--- src/rtl/dbf_pkg.sv ---
package dbf_pkg;

  localparam int unsigned DEPTH_DEF    = 16;
  localparam int unsigned KEY_BITS_DEF = 32;
  localparam int unsigned DATA_W       = 32;
  localparam int unsigned CAP_W        = 5;
  localparam int unsigned OCC_W        = 5;
  localparam int unsigned STATUS_W     = 3;
  localparam logic [CAP_W-1:0] CAP_RESET = 5'd16;

  typedef enum logic {
    KIND_PUSH = 1'b0,
    KIND_POP  = 1'b1
  } kind_e;

  typedef enum logic [STATUS_W-1:0] {
    STAT_ACCEPTED   = 3'd0,
    STAT_OVERLOADED = 3'd1,
    STAT_DUPLICATE  = 3'd2,
    STAT_POPPED     = 3'd3,
    STAT_EMPTY      = 3'd4
  } status_e;

  typedef enum logic [1:0] {
    ST_IDLE,
    ST_EXEC,
    ST_SECOND
  } state_e;

  typedef struct packed {
    logic sample;
    logic live;
    logic shift;
    logic load;
  } cell_ctrl_t;

endpackage

--- src/rtl/dbf_cell.sv ---
module dbf_cell #(
  parameter int unsigned KEY_BITS = dbf_pkg::KEY_BITS_DEF
) (
  input  logic                       clk_i,
  input  logic                       rst_ni,
  input  dbf_pkg::cell_ctrl_t        ctrl_i,
  input  logic [KEY_BITS-1:0]        cmp_key_i,
  input  logic [KEY_BITS-1:0]        new_key_i,
  input  logic [dbf_pkg::DATA_W-1:0] new_cid_i,
  input  logic [KEY_BITS-1:0]        nb_key_i,
  input  logic [dbf_pkg::DATA_W-1:0] nb_cid_i,
  input  logic                       seen_i,
  output logic [KEY_BITS-1:0]        key_o,
  output logic [dbf_pkg::DATA_W-1:0] cid_o,
  output logic                       match_o,
  output logic                       seen_o
);

  logic [KEY_BITS-1:0]        key_q, key_d;
  logic [dbf_pkg::DATA_W-1:0] cid_q, cid_d;
  logic                       match_q, match_d;

  always_comb begin
    key_d   = key_q;
    cid_d   = cid_q;
    match_d = match_q;
    if (ctrl_i.sample) begin
      match_d = ctrl_i.live && (key_q == cmp_key_i);
    end
    if (ctrl_i.load) begin
      key_d = new_key_i;
      cid_d = new_cid_i;
    end else if (ctrl_i.shift) begin
      key_d = nb_key_i;
      cid_d = nb_cid_i;
    end
  end

  always_ff @(posedge clk_i) begin
    key_q <= key_d;
    cid_q <= cid_d;
  end

  always_ff @(posedge clk_i or negedge rst_ni) begin
    if (!rst_ni) begin
      match_q <= 1'b0;
    end else begin
      match_q <= match_d;
    end
  end

  assign key_o   = key_q;
  assign cid_o   = cid_q;
  assign match_o = match_q;
  assign seen_o  = seen_i | match_q;

endmodule

--- src/rtl/dedup_bounded_fifo.sv ---
// Ordered request queue with an occupancy limit and duplicate-key replacement.
// Input channel: an item (kind_i, key_i, call_id_i) transfers at a rising edge
// with start_i high and busy_o low. kind_i 0 pushes, 1 pops the front entry.
// Configuration: cfg_we_i writes cfg_wdata_i into the capacity limit; write
// it only while the block is idle.
// Result channel: out_valid_o marks each result for exactly one cycle; the
// receiver takes it then and cannot stall the block.
// Results: the first result is registered from the EXEC state that follows the
// transfer. A push that evicts a queued entry with the same key gives a second
// result in the next cycle, with last_o high on the final result of the item.
// Item flow: busy_o stays high until the block is through with an item. The
// accepting edge samples the key compare in every cell, the EXEC state shifts
// the cell row and appends, and the SECOND state gives the second result.
// Each queue position is one cell; the row closes up by neighbor transfer.
// Reset: the queue is empty and the limit is 16. Cell contents are not
// cleared; positions past the occupancy are never reported.
module dedup_bounded_fifo #(
  parameter int unsigned DEPTH    = dbf_pkg::DEPTH_DEF,
  parameter int unsigned KEY_BITS = dbf_pkg::KEY_BITS_DEF
) (
  input  logic                         clk_i,
  input  logic                         rst_ni,
  input  logic                         start_i,
  output logic                         busy_o,
  input  logic                         kind_i,
  input  logic [dbf_pkg::DATA_W-1:0]   key_i,
  input  logic [dbf_pkg::DATA_W-1:0]   call_id_i,
  input  logic                         cfg_we_i,
  input  logic [dbf_pkg::CAP_W-1:0]    cfg_wdata_i,
  output logic                         out_valid_o,
  output logic [dbf_pkg::STATUS_W-1:0] status_o,
  output logic [dbf_pkg::DATA_W-1:0]   out_key_o,
  output logic [dbf_pkg::DATA_W-1:0]   out_call_id_o,
  output logic [dbf_pkg::OCC_W-1:0]    occupancy_o,
  output logic                         last_o
);

  localparam int unsigned CNT_W = $clog2(DEPTH + 1);
  localparam int unsigned CMP_W = (CNT_W > dbf_pkg::CAP_W) ? CNT_W : dbf_pkg::CAP_W;

  dbf_pkg::state_e state_q, state_d;

  logic [dbf_pkg::CAP_W-1:0]  cap_q;
  logic [CNT_W-1:0]           count_q, count_d;
  logic                       kind_q;
  logic [KEY_BITS-1:0]        key_q;
  logic [dbf_pkg::DATA_W-1:0] cid_q;

  logic                         res_valid_q, res_valid_d;
  logic [dbf_pkg::STATUS_W-1:0] res_status_q, res_status_d;
  logic [dbf_pkg::DATA_W-1:0]   res_key_q, res_key_d;
  logic [dbf_pkg::DATA_W-1:0]   res_cid_q, res_cid_d;
  logic [dbf_pkg::OCC_W-1:0]    res_occ_q, res_occ_d;
  logic                         res_last_q, res_last_d;

  logic                       accept;
  logic [63:0]                key_in_wide;
  logic [KEY_BITS-1:0]        cmp_key;
  logic [63:0]                key_out_wide;
  logic [63:0]                front_key_wide;

  logic [KEY_BITS-1:0]        ck [DEPTH+1];
  logic [dbf_pkg::DATA_W-1:0] cc [DEPTH+1];
  logic                       seen [DEPTH+1];
  logic [DEPTH-1:0]           match;
  dbf_pkg::cell_ctrl_t        ctrl [DEPTH];

  logic                       found;
  logic [dbf_pkg::DATA_W-1:0] ev_cid;
  logic [CMP_W-1:0]           lim;
  logic                       overload;
  logic                       do_pop;
  logic                       do_push;
  logic [CNT_W-1:0]           wr_idx;

  assign accept       = start_i && !busy_o;
  assign key_in_wide  = 64'(key_i);
  assign cmp_key      = key_in_wide[KEY_BITS-1:0];
  assign key_out_wide = 64'(key_q);
  assign front_key_wide = 64'(ck[0]);

  assign ck[DEPTH]   = '0;
  assign cc[DEPTH]   = '0;
  assign seen[0]     = 1'b0;

  for (genvar g = 0; g < DEPTH; g++) begin : g_cell
    dbf_cell #(
      .KEY_BITS(KEY_BITS)
    ) u_cell (
      .clk_i     (clk_i),
      .rst_ni    (rst_ni),
      .ctrl_i    (ctrl[g]),
      .cmp_key_i (cmp_key),
      .new_key_i (key_q),
      .new_cid_i (cid_q),
      .nb_key_i  (ck[g+1]),
      .nb_cid_i  (cc[g+1]),
      .seen_i    (seen[g]),
      .key_o     (ck[g]),
      .cid_o     (cc[g]),
      .match_o   (match[g]),
      .seen_o    (seen[g+1])
    );
  end

  always_comb begin
    ev_cid = '0;
    for (int i = 0; i < DEPTH; i++) begin
      ev_cid = ev_cid | (match[i] ? cc[i] : '0);
    end
  end

  assign found    = seen[DEPTH];
  assign lim      = (CMP_W'(cap_q) > CMP_W'(DEPTH)) ? CMP_W'(DEPTH) : CMP_W'(cap_q);
  assign overload = (kind_q == dbf_pkg::KIND_PUSH) && (CMP_W'(count_q) >= lim);
  assign do_pop   = (state_q == dbf_pkg::ST_EXEC) && (kind_q == dbf_pkg::KIND_POP) &&
                    (count_q != '0);
  assign do_push  = (state_q == dbf_pkg::ST_EXEC) && (kind_q == dbf_pkg::KIND_PUSH) &&
                    !overload;
  assign wr_idx   = found ? (count_q - CNT_W'(1)) : count_q;

  always_comb begin
    for (int i = 0; i < DEPTH; i++) begin
      ctrl[i].sample = accept;
      ctrl[i].live   = CNT_W'(i) < count_q;
      ctrl[i].shift  = do_pop || (do_push && seen[i+1]);
      ctrl[i].load   = do_push && (CNT_W'(i) == wr_idx);
    end
  end

  always_comb begin
    count_d = count_q;
    if (do_pop) begin
      count_d = count_q - CNT_W'(1);
    end else if (do_push && !found) begin
      count_d = count_q + CNT_W'(1);
    end
  end

  always_comb begin
    state_d = state_q;
    unique case (state_q)
      dbf_pkg::ST_IDLE: begin
        if (accept) begin
          state_d = dbf_pkg::ST_EXEC;
        end
      end
      dbf_pkg::ST_EXEC: begin
        state_d = do_push && found ? dbf_pkg::ST_SECOND : dbf_pkg::ST_IDLE;
      end
      dbf_pkg::ST_SECOND: begin
        state_d = dbf_pkg::ST_IDLE;
      end
      default: begin
        state_d = dbf_pkg::ST_IDLE;
      end
    endcase
  end

  always_comb begin
    busy_o       = 1'b1;
    res_valid_d  = 1'b0;
    res_status_d = res_status_q;
    res_key_d    = res_key_q;
    res_cid_d    = res_cid_q;
    res_occ_d    = res_occ_q;
    res_last_d   = res_last_q;
    unique case (state_q)
      dbf_pkg::ST_IDLE: begin
        busy_o = 1'b0;
      end
      dbf_pkg::ST_EXEC: begin
        res_valid_d = 1'b1;
        res_occ_d   = dbf_pkg::OCC_W'(count_d);
        res_last_d  = 1'b1;
        if (kind_q == dbf_pkg::KIND_POP) begin
          if (count_q == '0) begin
            res_status_d = dbf_pkg::STAT_EMPTY;
            res_key_d    = '0;
            res_cid_d    = '0;
          end else begin
            res_status_d = dbf_pkg::STAT_POPPED;
            res_key_d    = front_key_wide[dbf_pkg::DATA_W-1:0];
            res_cid_d    = cc[0];
          end
        end else if (overload) begin
          res_status_d = dbf_pkg::STAT_OVERLOADED;
          res_key_d    = key_out_wide[dbf_pkg::DATA_W-1:0];
          res_cid_d    = cid_q;
        end else if (found) begin
          res_status_d = dbf_pkg::STAT_DUPLICATE;
          res_key_d    = key_out_wide[dbf_pkg::DATA_W-1:0];
          res_cid_d    = ev_cid;
          res_last_d   = 1'b0;
        end else begin
          res_status_d = dbf_pkg::STAT_ACCEPTED;
          res_key_d    = key_out_wide[dbf_pkg::DATA_W-1:0];
          res_cid_d    = cid_q;
        end
      end
      dbf_pkg::ST_SECOND: begin
        res_valid_d  = 1'b1;
        res_status_d = dbf_pkg::STAT_ACCEPTED;
        res_key_d    = key_out_wide[dbf_pkg::DATA_W-1:0];
        res_cid_d    = cid_q;
        res_occ_d    = dbf_pkg::OCC_W'(count_q);
        res_last_d   = 1'b1;
      end
      default: begin
        busy_o = 1'b1;
      end
    endcase
  end

  always_ff @(posedge clk_i or negedge rst_ni) begin
    if (!rst_ni) begin
      state_q     <= dbf_pkg::ST_IDLE;
      count_q     <= '0;
      cap_q       <= dbf_pkg::CAP_RESET;
      res_valid_q <= 1'b0;
    end else begin
      state_q     <= state_d;
      count_q     <= count_d;
      res_valid_q <= res_valid_d;
      if (cfg_we_i) begin
        cap_q <= cfg_wdata_i;
      end
    end
  end

  always_ff @(posedge clk_i) begin
    if (accept) begin
      kind_q <= kind_i;
      key_q  <= cmp_key;
      cid_q  <= call_id_i;
    end
    res_status_q <= res_status_d;
    res_key_q    <= res_key_d;
    res_cid_q    <= res_cid_d;
    res_occ_q    <= res_occ_d;
    res_last_q   <= res_last_d;
  end

  assign out_valid_o   = res_valid_q;
  assign status_o      = res_status_q;
  assign out_key_o     = res_key_q;
  assign out_call_id_o = res_cid_q;
  assign occupancy_o   = res_occ_q;
  assign last_o        = res_last_q;

  a_count_bound: assert property (@(posedge clk_i) disable iff (!rst_ni)
    count_q <= CNT_W'(DEPTH))
    else $error("occupancy above depth");

  a_unique_match: assert property (@(posedge clk_i) disable iff (!rst_ni)
    $onehot0(match))
    else $error("more than one queued entry matches the key");

  a_accept_exec: assert property (@(posedge clk_i) disable iff (!rst_ni)
    accept |=> state_q == dbf_pkg::ST_EXEC)
    else $error("transfer did not start execution");

  a_result_src: assert property (@(posedge clk_i) disable iff (!rst_ni)
    res_valid_q |-> $past(state_q == dbf_pkg::ST_EXEC || state_q == dbf_pkg::ST_SECOND))
    else $error("result strobe without execution");

  a_second_after_dup: assert property (@(posedge clk_i) disable iff (!rst_ni)
    state_q == dbf_pkg::ST_SECOND |-> res_valid_q && !res_last_q &&
      res_status_q == dbf_pkg::STAT_DUPLICATE)
    else $error("second result without a duplicate eviction");

endmodule

--- config.mk ---
export PLATFORM = sky130hd
export DESIGN_NAME = dedup_bounded_fifo
export DESIGN_NICKNAME = d
export VERILOG_FILES = /design/src/rtl/dbf_pkg.sv /design/src/rtl/dbf_cell.sv /design/src/rtl/dedup_bounded_fifo.sv
export SDC_FILE = /design/constraint.sdc
export NUM_CORES = 2
export LEC_CHECK = 0
export BUFFER_PORTS_ARGS = -buffer_cell sky130_fd_sc_hd__buf_2
export CAP_MARGIN = 20
export CORE_ASPECT_RATIO = 0.6
export CORE_MARGIN = 5
export CORE_UTILIZATION = 40
export CTS_BUF_LIST = sky130_fd_sc_hd__clkbuf_4
export DETAILED_ROUTE_END_ITERATION = 10
export GPL_ROUTABILITY_DRIVEN = 1
export SLEW_MARGIN = 20
export SYNTH_ARGS = -nofsm -noshare
export SYNTH_HDL_FRONTEND = slang
export SYNTH_SLANG_ARGS = --single-unit
--- constraint.sdc ---
create_clock -name clk_i -period 8.6 [get_ports clk_i]
set_clock_uncertainty 0.1 [all_clocks]
set_input_delay 1.29 -clock clk_i [delete_from_list [all_inputs] [get_ports clk_i]]
set_output_delay 1.29 -clock clk_i [all_outputs]
set_load 0.02 [all_outputs]
==> summary.md <==
| Metric | Value |
|---|---|
| Status | `completed` |
| Synth async-reset ratio | `2.43%` |
| Yosys top cell by area | `edfxtp_1` |
| Vias | `between 30000 and 40000` |
| Part of the power in registers | `about half` |
| Worst setup margin | `about 2.8 ns` |
| Fillcell total | `approximately 13000` |
| Area delta synth->final | `11.9%` |
| Clock sinks | `about 1200` |
| Hold Path Class | `in2reg` |
| Gr usage total | `roughly 28%` |
| Final setup vio count | `0` |
| DR WL/cell | `between 30 and 40 µm` |
| Ys Warns | `0` |
| RSZ-0062 raised after global routing | `false` |
| Syn_nets | `~4000` |
| CTS buffer count | `roughly 320` |
| Area of the core | `0.147 mm²` |
| Most common cell in the netlist | `edfxtp_1` |
| Largest net degree at the start of global routing | `66` |
| Mean Syn Cell Area | `about 15 µm²` |
| Pint | `about 14 mW` |
| First-pass GRT wire length | `309000 µm` |
| Vias in the first global route | `about 38000` |
| Final hold violations | `0` |
| Initial Util | `40.2%` |
| DR iter-0 viols | `slightly below 7000` |
| Post-Syn Area | `just under 0.06 mm²` |
| Initial antenna violation count | `23` |
| Via density | `6.28` |
| P_sw | `slightly below 8 mW` |
| Share of layout cells above drive strength 1 | `a little over a third` |
| Sw frac | `36.4%` |
| Worst-Margin Slew | `1.24 ns` |
| Fmax | `174 MHz` |
| I/O pins | `approximately 150` |
| Gp weighted congestion | `0.892` |
| Share of the yosys chip area belonging to registers | `around 60%` |
| Area of the die | `~0.16 mm²` |
| Max_cap viols | `0` |
| Crit path kind | `reg2reg` |
| Yosys cell types | `just over 70` |
| Post-Syn Instances | `a little under 4000` |
| Core Rows | `roughly 110` |
| Slew margin rel. | `around 17%` |
| Pwr dens | `roughly 330 mW/mm²` |
| Comb power frac | `26.9%` |
| Die X-Extent | `about 510 µm` |
| I/O Buffers | `roughly 150` |
| EDFF count, synth | `about 1200` |
| Setup TNS | `0 ns` |
| Total grt overflow | `0` |
| Final min period | `5.76 ns` |
| Lkg Pwr | `between 20 and 25 nW` |
| CTS Buffer Depth | `4` |
| Final-report max-slew violation count | `0` |
| Synth top area cells | `edfxtp_1 (59%), mux2_2 (15%), xnor2_1 (3.8%)` |
| CP endpoint kind | `flop` |
| Flops & latches, synth | `~1200` |
| First-pass DRT Iterations | `6` |
| VDD IR max | `between 200 and 250 µV` |
| Final nets | `4261` |
| Root Driver | `clkbuf_4` |
| Antenna Nets Post-Route | `0` |
| CP arrival | `6.55 ns` |
| Top-area cell type share of the netlist area | `59.1%` |
| DPL Wire Length | `139000 µm` |
| CTS tree | `done` |
| Final Util | `around 45%` |
| H-Tree Depth | `5` |
| Commonest cells post-synth | `edfxtp_1 (1162), mux2_2 (761), xnor2_1 (255), xor2_1 (255)` |
| DRC Markers | `0` |
| Clock power share | `23.4%` |
| Most used flip-flop cell after synthesis | `edfxtp_1` |
| Placement Setup Slack | `a little over 3 ns` |
| Die Ht | `just over 300 µm` |
| Later-pin clock latency in the skew report | `approximately 1.3 ns` |
| Worst Path Max Fanout | `42` |
| Crit path required time | `9.39 ns` |
| Ratio of final minimum period to clock period | `about 67%` |
| Element type at the critical path start | `flop` |
| Routed wire length | `224000 µm` |
| Clk pin slew, worst setup/hold paths | `0.07 ns` |
-- cell usage in the layout (no fill, tap or decap), types with 5 or more instances in the layout --
| cell type | instances |
|---|---|
| o22ai_1 | 5 |
| buf_4 | 108 |
| xor2_1 | 255 |
| dlygate4sd3_1 | 28 |
| or2_2 | 5 |
| diode_2 | 12 |
| o211ai_1 | 6 |
| o2bb2ai_1 | 33 |
| nand3_1 | 18 |
| nand4_1 | 105 |
| inv_1 | 19 |
| nor3_1 | 20 |
| a221oi_1 | 127 |
| nor4_1 | 71 |
| nand3_4 | 8 |
| clkbuf_4 | 466 |
| mux2_2 | 761 |
| a22oi_1 | 33 |
| a21o_1 | 5 |
| xnor2_1 | 255 |
| clkinv_2 | 7 |
| buf_2 | 148 |
| nand2_1 | 40 |
| a21oi_1 | 20 |
| ha_1 | 10 |
| and2_1 | 64 |
| clkinv_1 | 46 |
| mux2_1 | 196 |
| o21ai_0 | 23 |
| a22o_1 | 161 |
| dfrtp_1 | 12 |
| nor2_1 | 19 |
| a2111oi_0 | 5 |
| mux2_4 | 9 |
| dfrtp_2 | 16 |
| edfxtp_1 | 1162 |
-- layout make-up --
type	instances	area, µm²	area share [%]
Sequential cell	1191	35600	54.0
Inverter	21	81.3	0.123
Tap cell	1942	2430	3.68
Clock buffer	466	3500	5.30
Clock inverter	59	288	0.436
Multi-Input combinational cell	2351	22100	33.4
Timing Repair Buffer	292	2010	3.05
Antenna cell	12	30.0	0.0455
-- critical path, cell delays in order (launching register included) --
cell and delay [ns]:
dfrtp_1 0.74, ha_1 0.35, or4b_1 0.50, o21ai_0 0.61, o21ai_1 0.25, mux2i_4 0.56, and3_4 0.79, o21bai_4 0.57
buf_4 0.73
-- per-stage QoR --
step | total power, mW | instances | area, µm² | hold WS [ns]
final | 21.5 | 6334 | 66100 | 0.123
after global routing | 22.3 | 6330 | 66000 | 0.0146
after CTS | 21.3 | 6319 | 65900 | 0.00120
after detailed placement | 16.3 | 5766 | 61900 | 0.398
after global placement | 16.2 | 5763 | 61800 | 0.400
after floorplan | 13.6 | 3905 | 59000 | 0.373
-- per-layer routing --
metal | vias up | track usage (%) | part of all wire, % | wire (µm)
li1 | 15900 | - | - | -
met1 | 20200 | 44.9 | 45 | 101000
met2 | 3230 | 34.8 | 37 | 82900
met3 | 349 | 10.7 | 16 | 35500
met4 | 0 | 6.21 | 1.8 | 3960
met5 | - | 0 | 0 | 0
-- registers in the layout, indices dropped and copies added, names as in the netlist --
signal and count:
cap_q 5, cid_q 32, count_q 5, g_cell.u_cell.cid_o 512, g_cell.u_cell.key_o 512, g_cell.u_cell.match_o 16, key_q 32, kind_q 1
last_o 1, occupancy_o 5, out_call_id_o 32, out_key_o 32, out_valid_o 1, state_q 2, status_o 3
-- power groups by stage --
stage          Clock, mW  Sequential (mW)  Combinational (mW)
5_1_grt             5.44             10.8                6.01
3_3_place_gp           0             10.7                5.52
4_1_cts             5.11             10.6                5.64
6_report            5.04             10.7                5.78
3_5_place_dp           0             10.7                5.59
2_1_floorplan          0             10.2                3.34
-- final timing paths --
check                                      from                                     to  slack [ns]  cells past startpoint
min in group asynchronous                rst_ni   g_cell[9].u_cell.match_o$_DFFE_PN0P_        0.60                      2
setup reg to reg           count_q[3]$_DFF_PN0_   g_cell[0].u_cell.key_o[26]$_DFFE_PP_        2.84                      8
setup / recovery           count_q[3]$_DFF_PN0_   g_cell[0].u_cell.key_o[26]$_DFFE_PP_        2.84                      8
max in group asynchronous                rst_ni  g_cell[15].u_cell.match_o$_DFFE_PN0P_        7.07                      2
hold reg to reg            cap_q[3]$_DFFE_PN0P_                   cap_q[3]$_DFFE_PN0P_        0.42                      1
hold / removal                           kind_i                       kind_q$_DFFE_PP_        0.12                      1
-- kinds of logic (layout without fill, tap and decap cells) --
| group | Yosys count | count (layout) | share of synthesized area, % |
|---|---|---|---|
| flops | 1191 | 1191 | 60.4 |
| compound gates | 467 | 467 | 6.50 |
| mux | 971 | 971 | 18.6 |
| xor+xnor | 510 | 510 | 7.57 |
| buf+inv | 363 | 838 | 2.83 |
| other cells | 0 | 12 | 0 |
| simple gates | 391 | 391 | 3.90 |
| fa+ha+maj | 12 | 12 | 0.254 |
-- what timing repair did --
item                                    CTS  global route
endpoints found under the setup margin    0             0
hold endpoints to repair                 53             0
hold buffers                             28             0
buffers inserted                          0             0
resized for setup                         0             0
(Power assumes the default switching activity.)
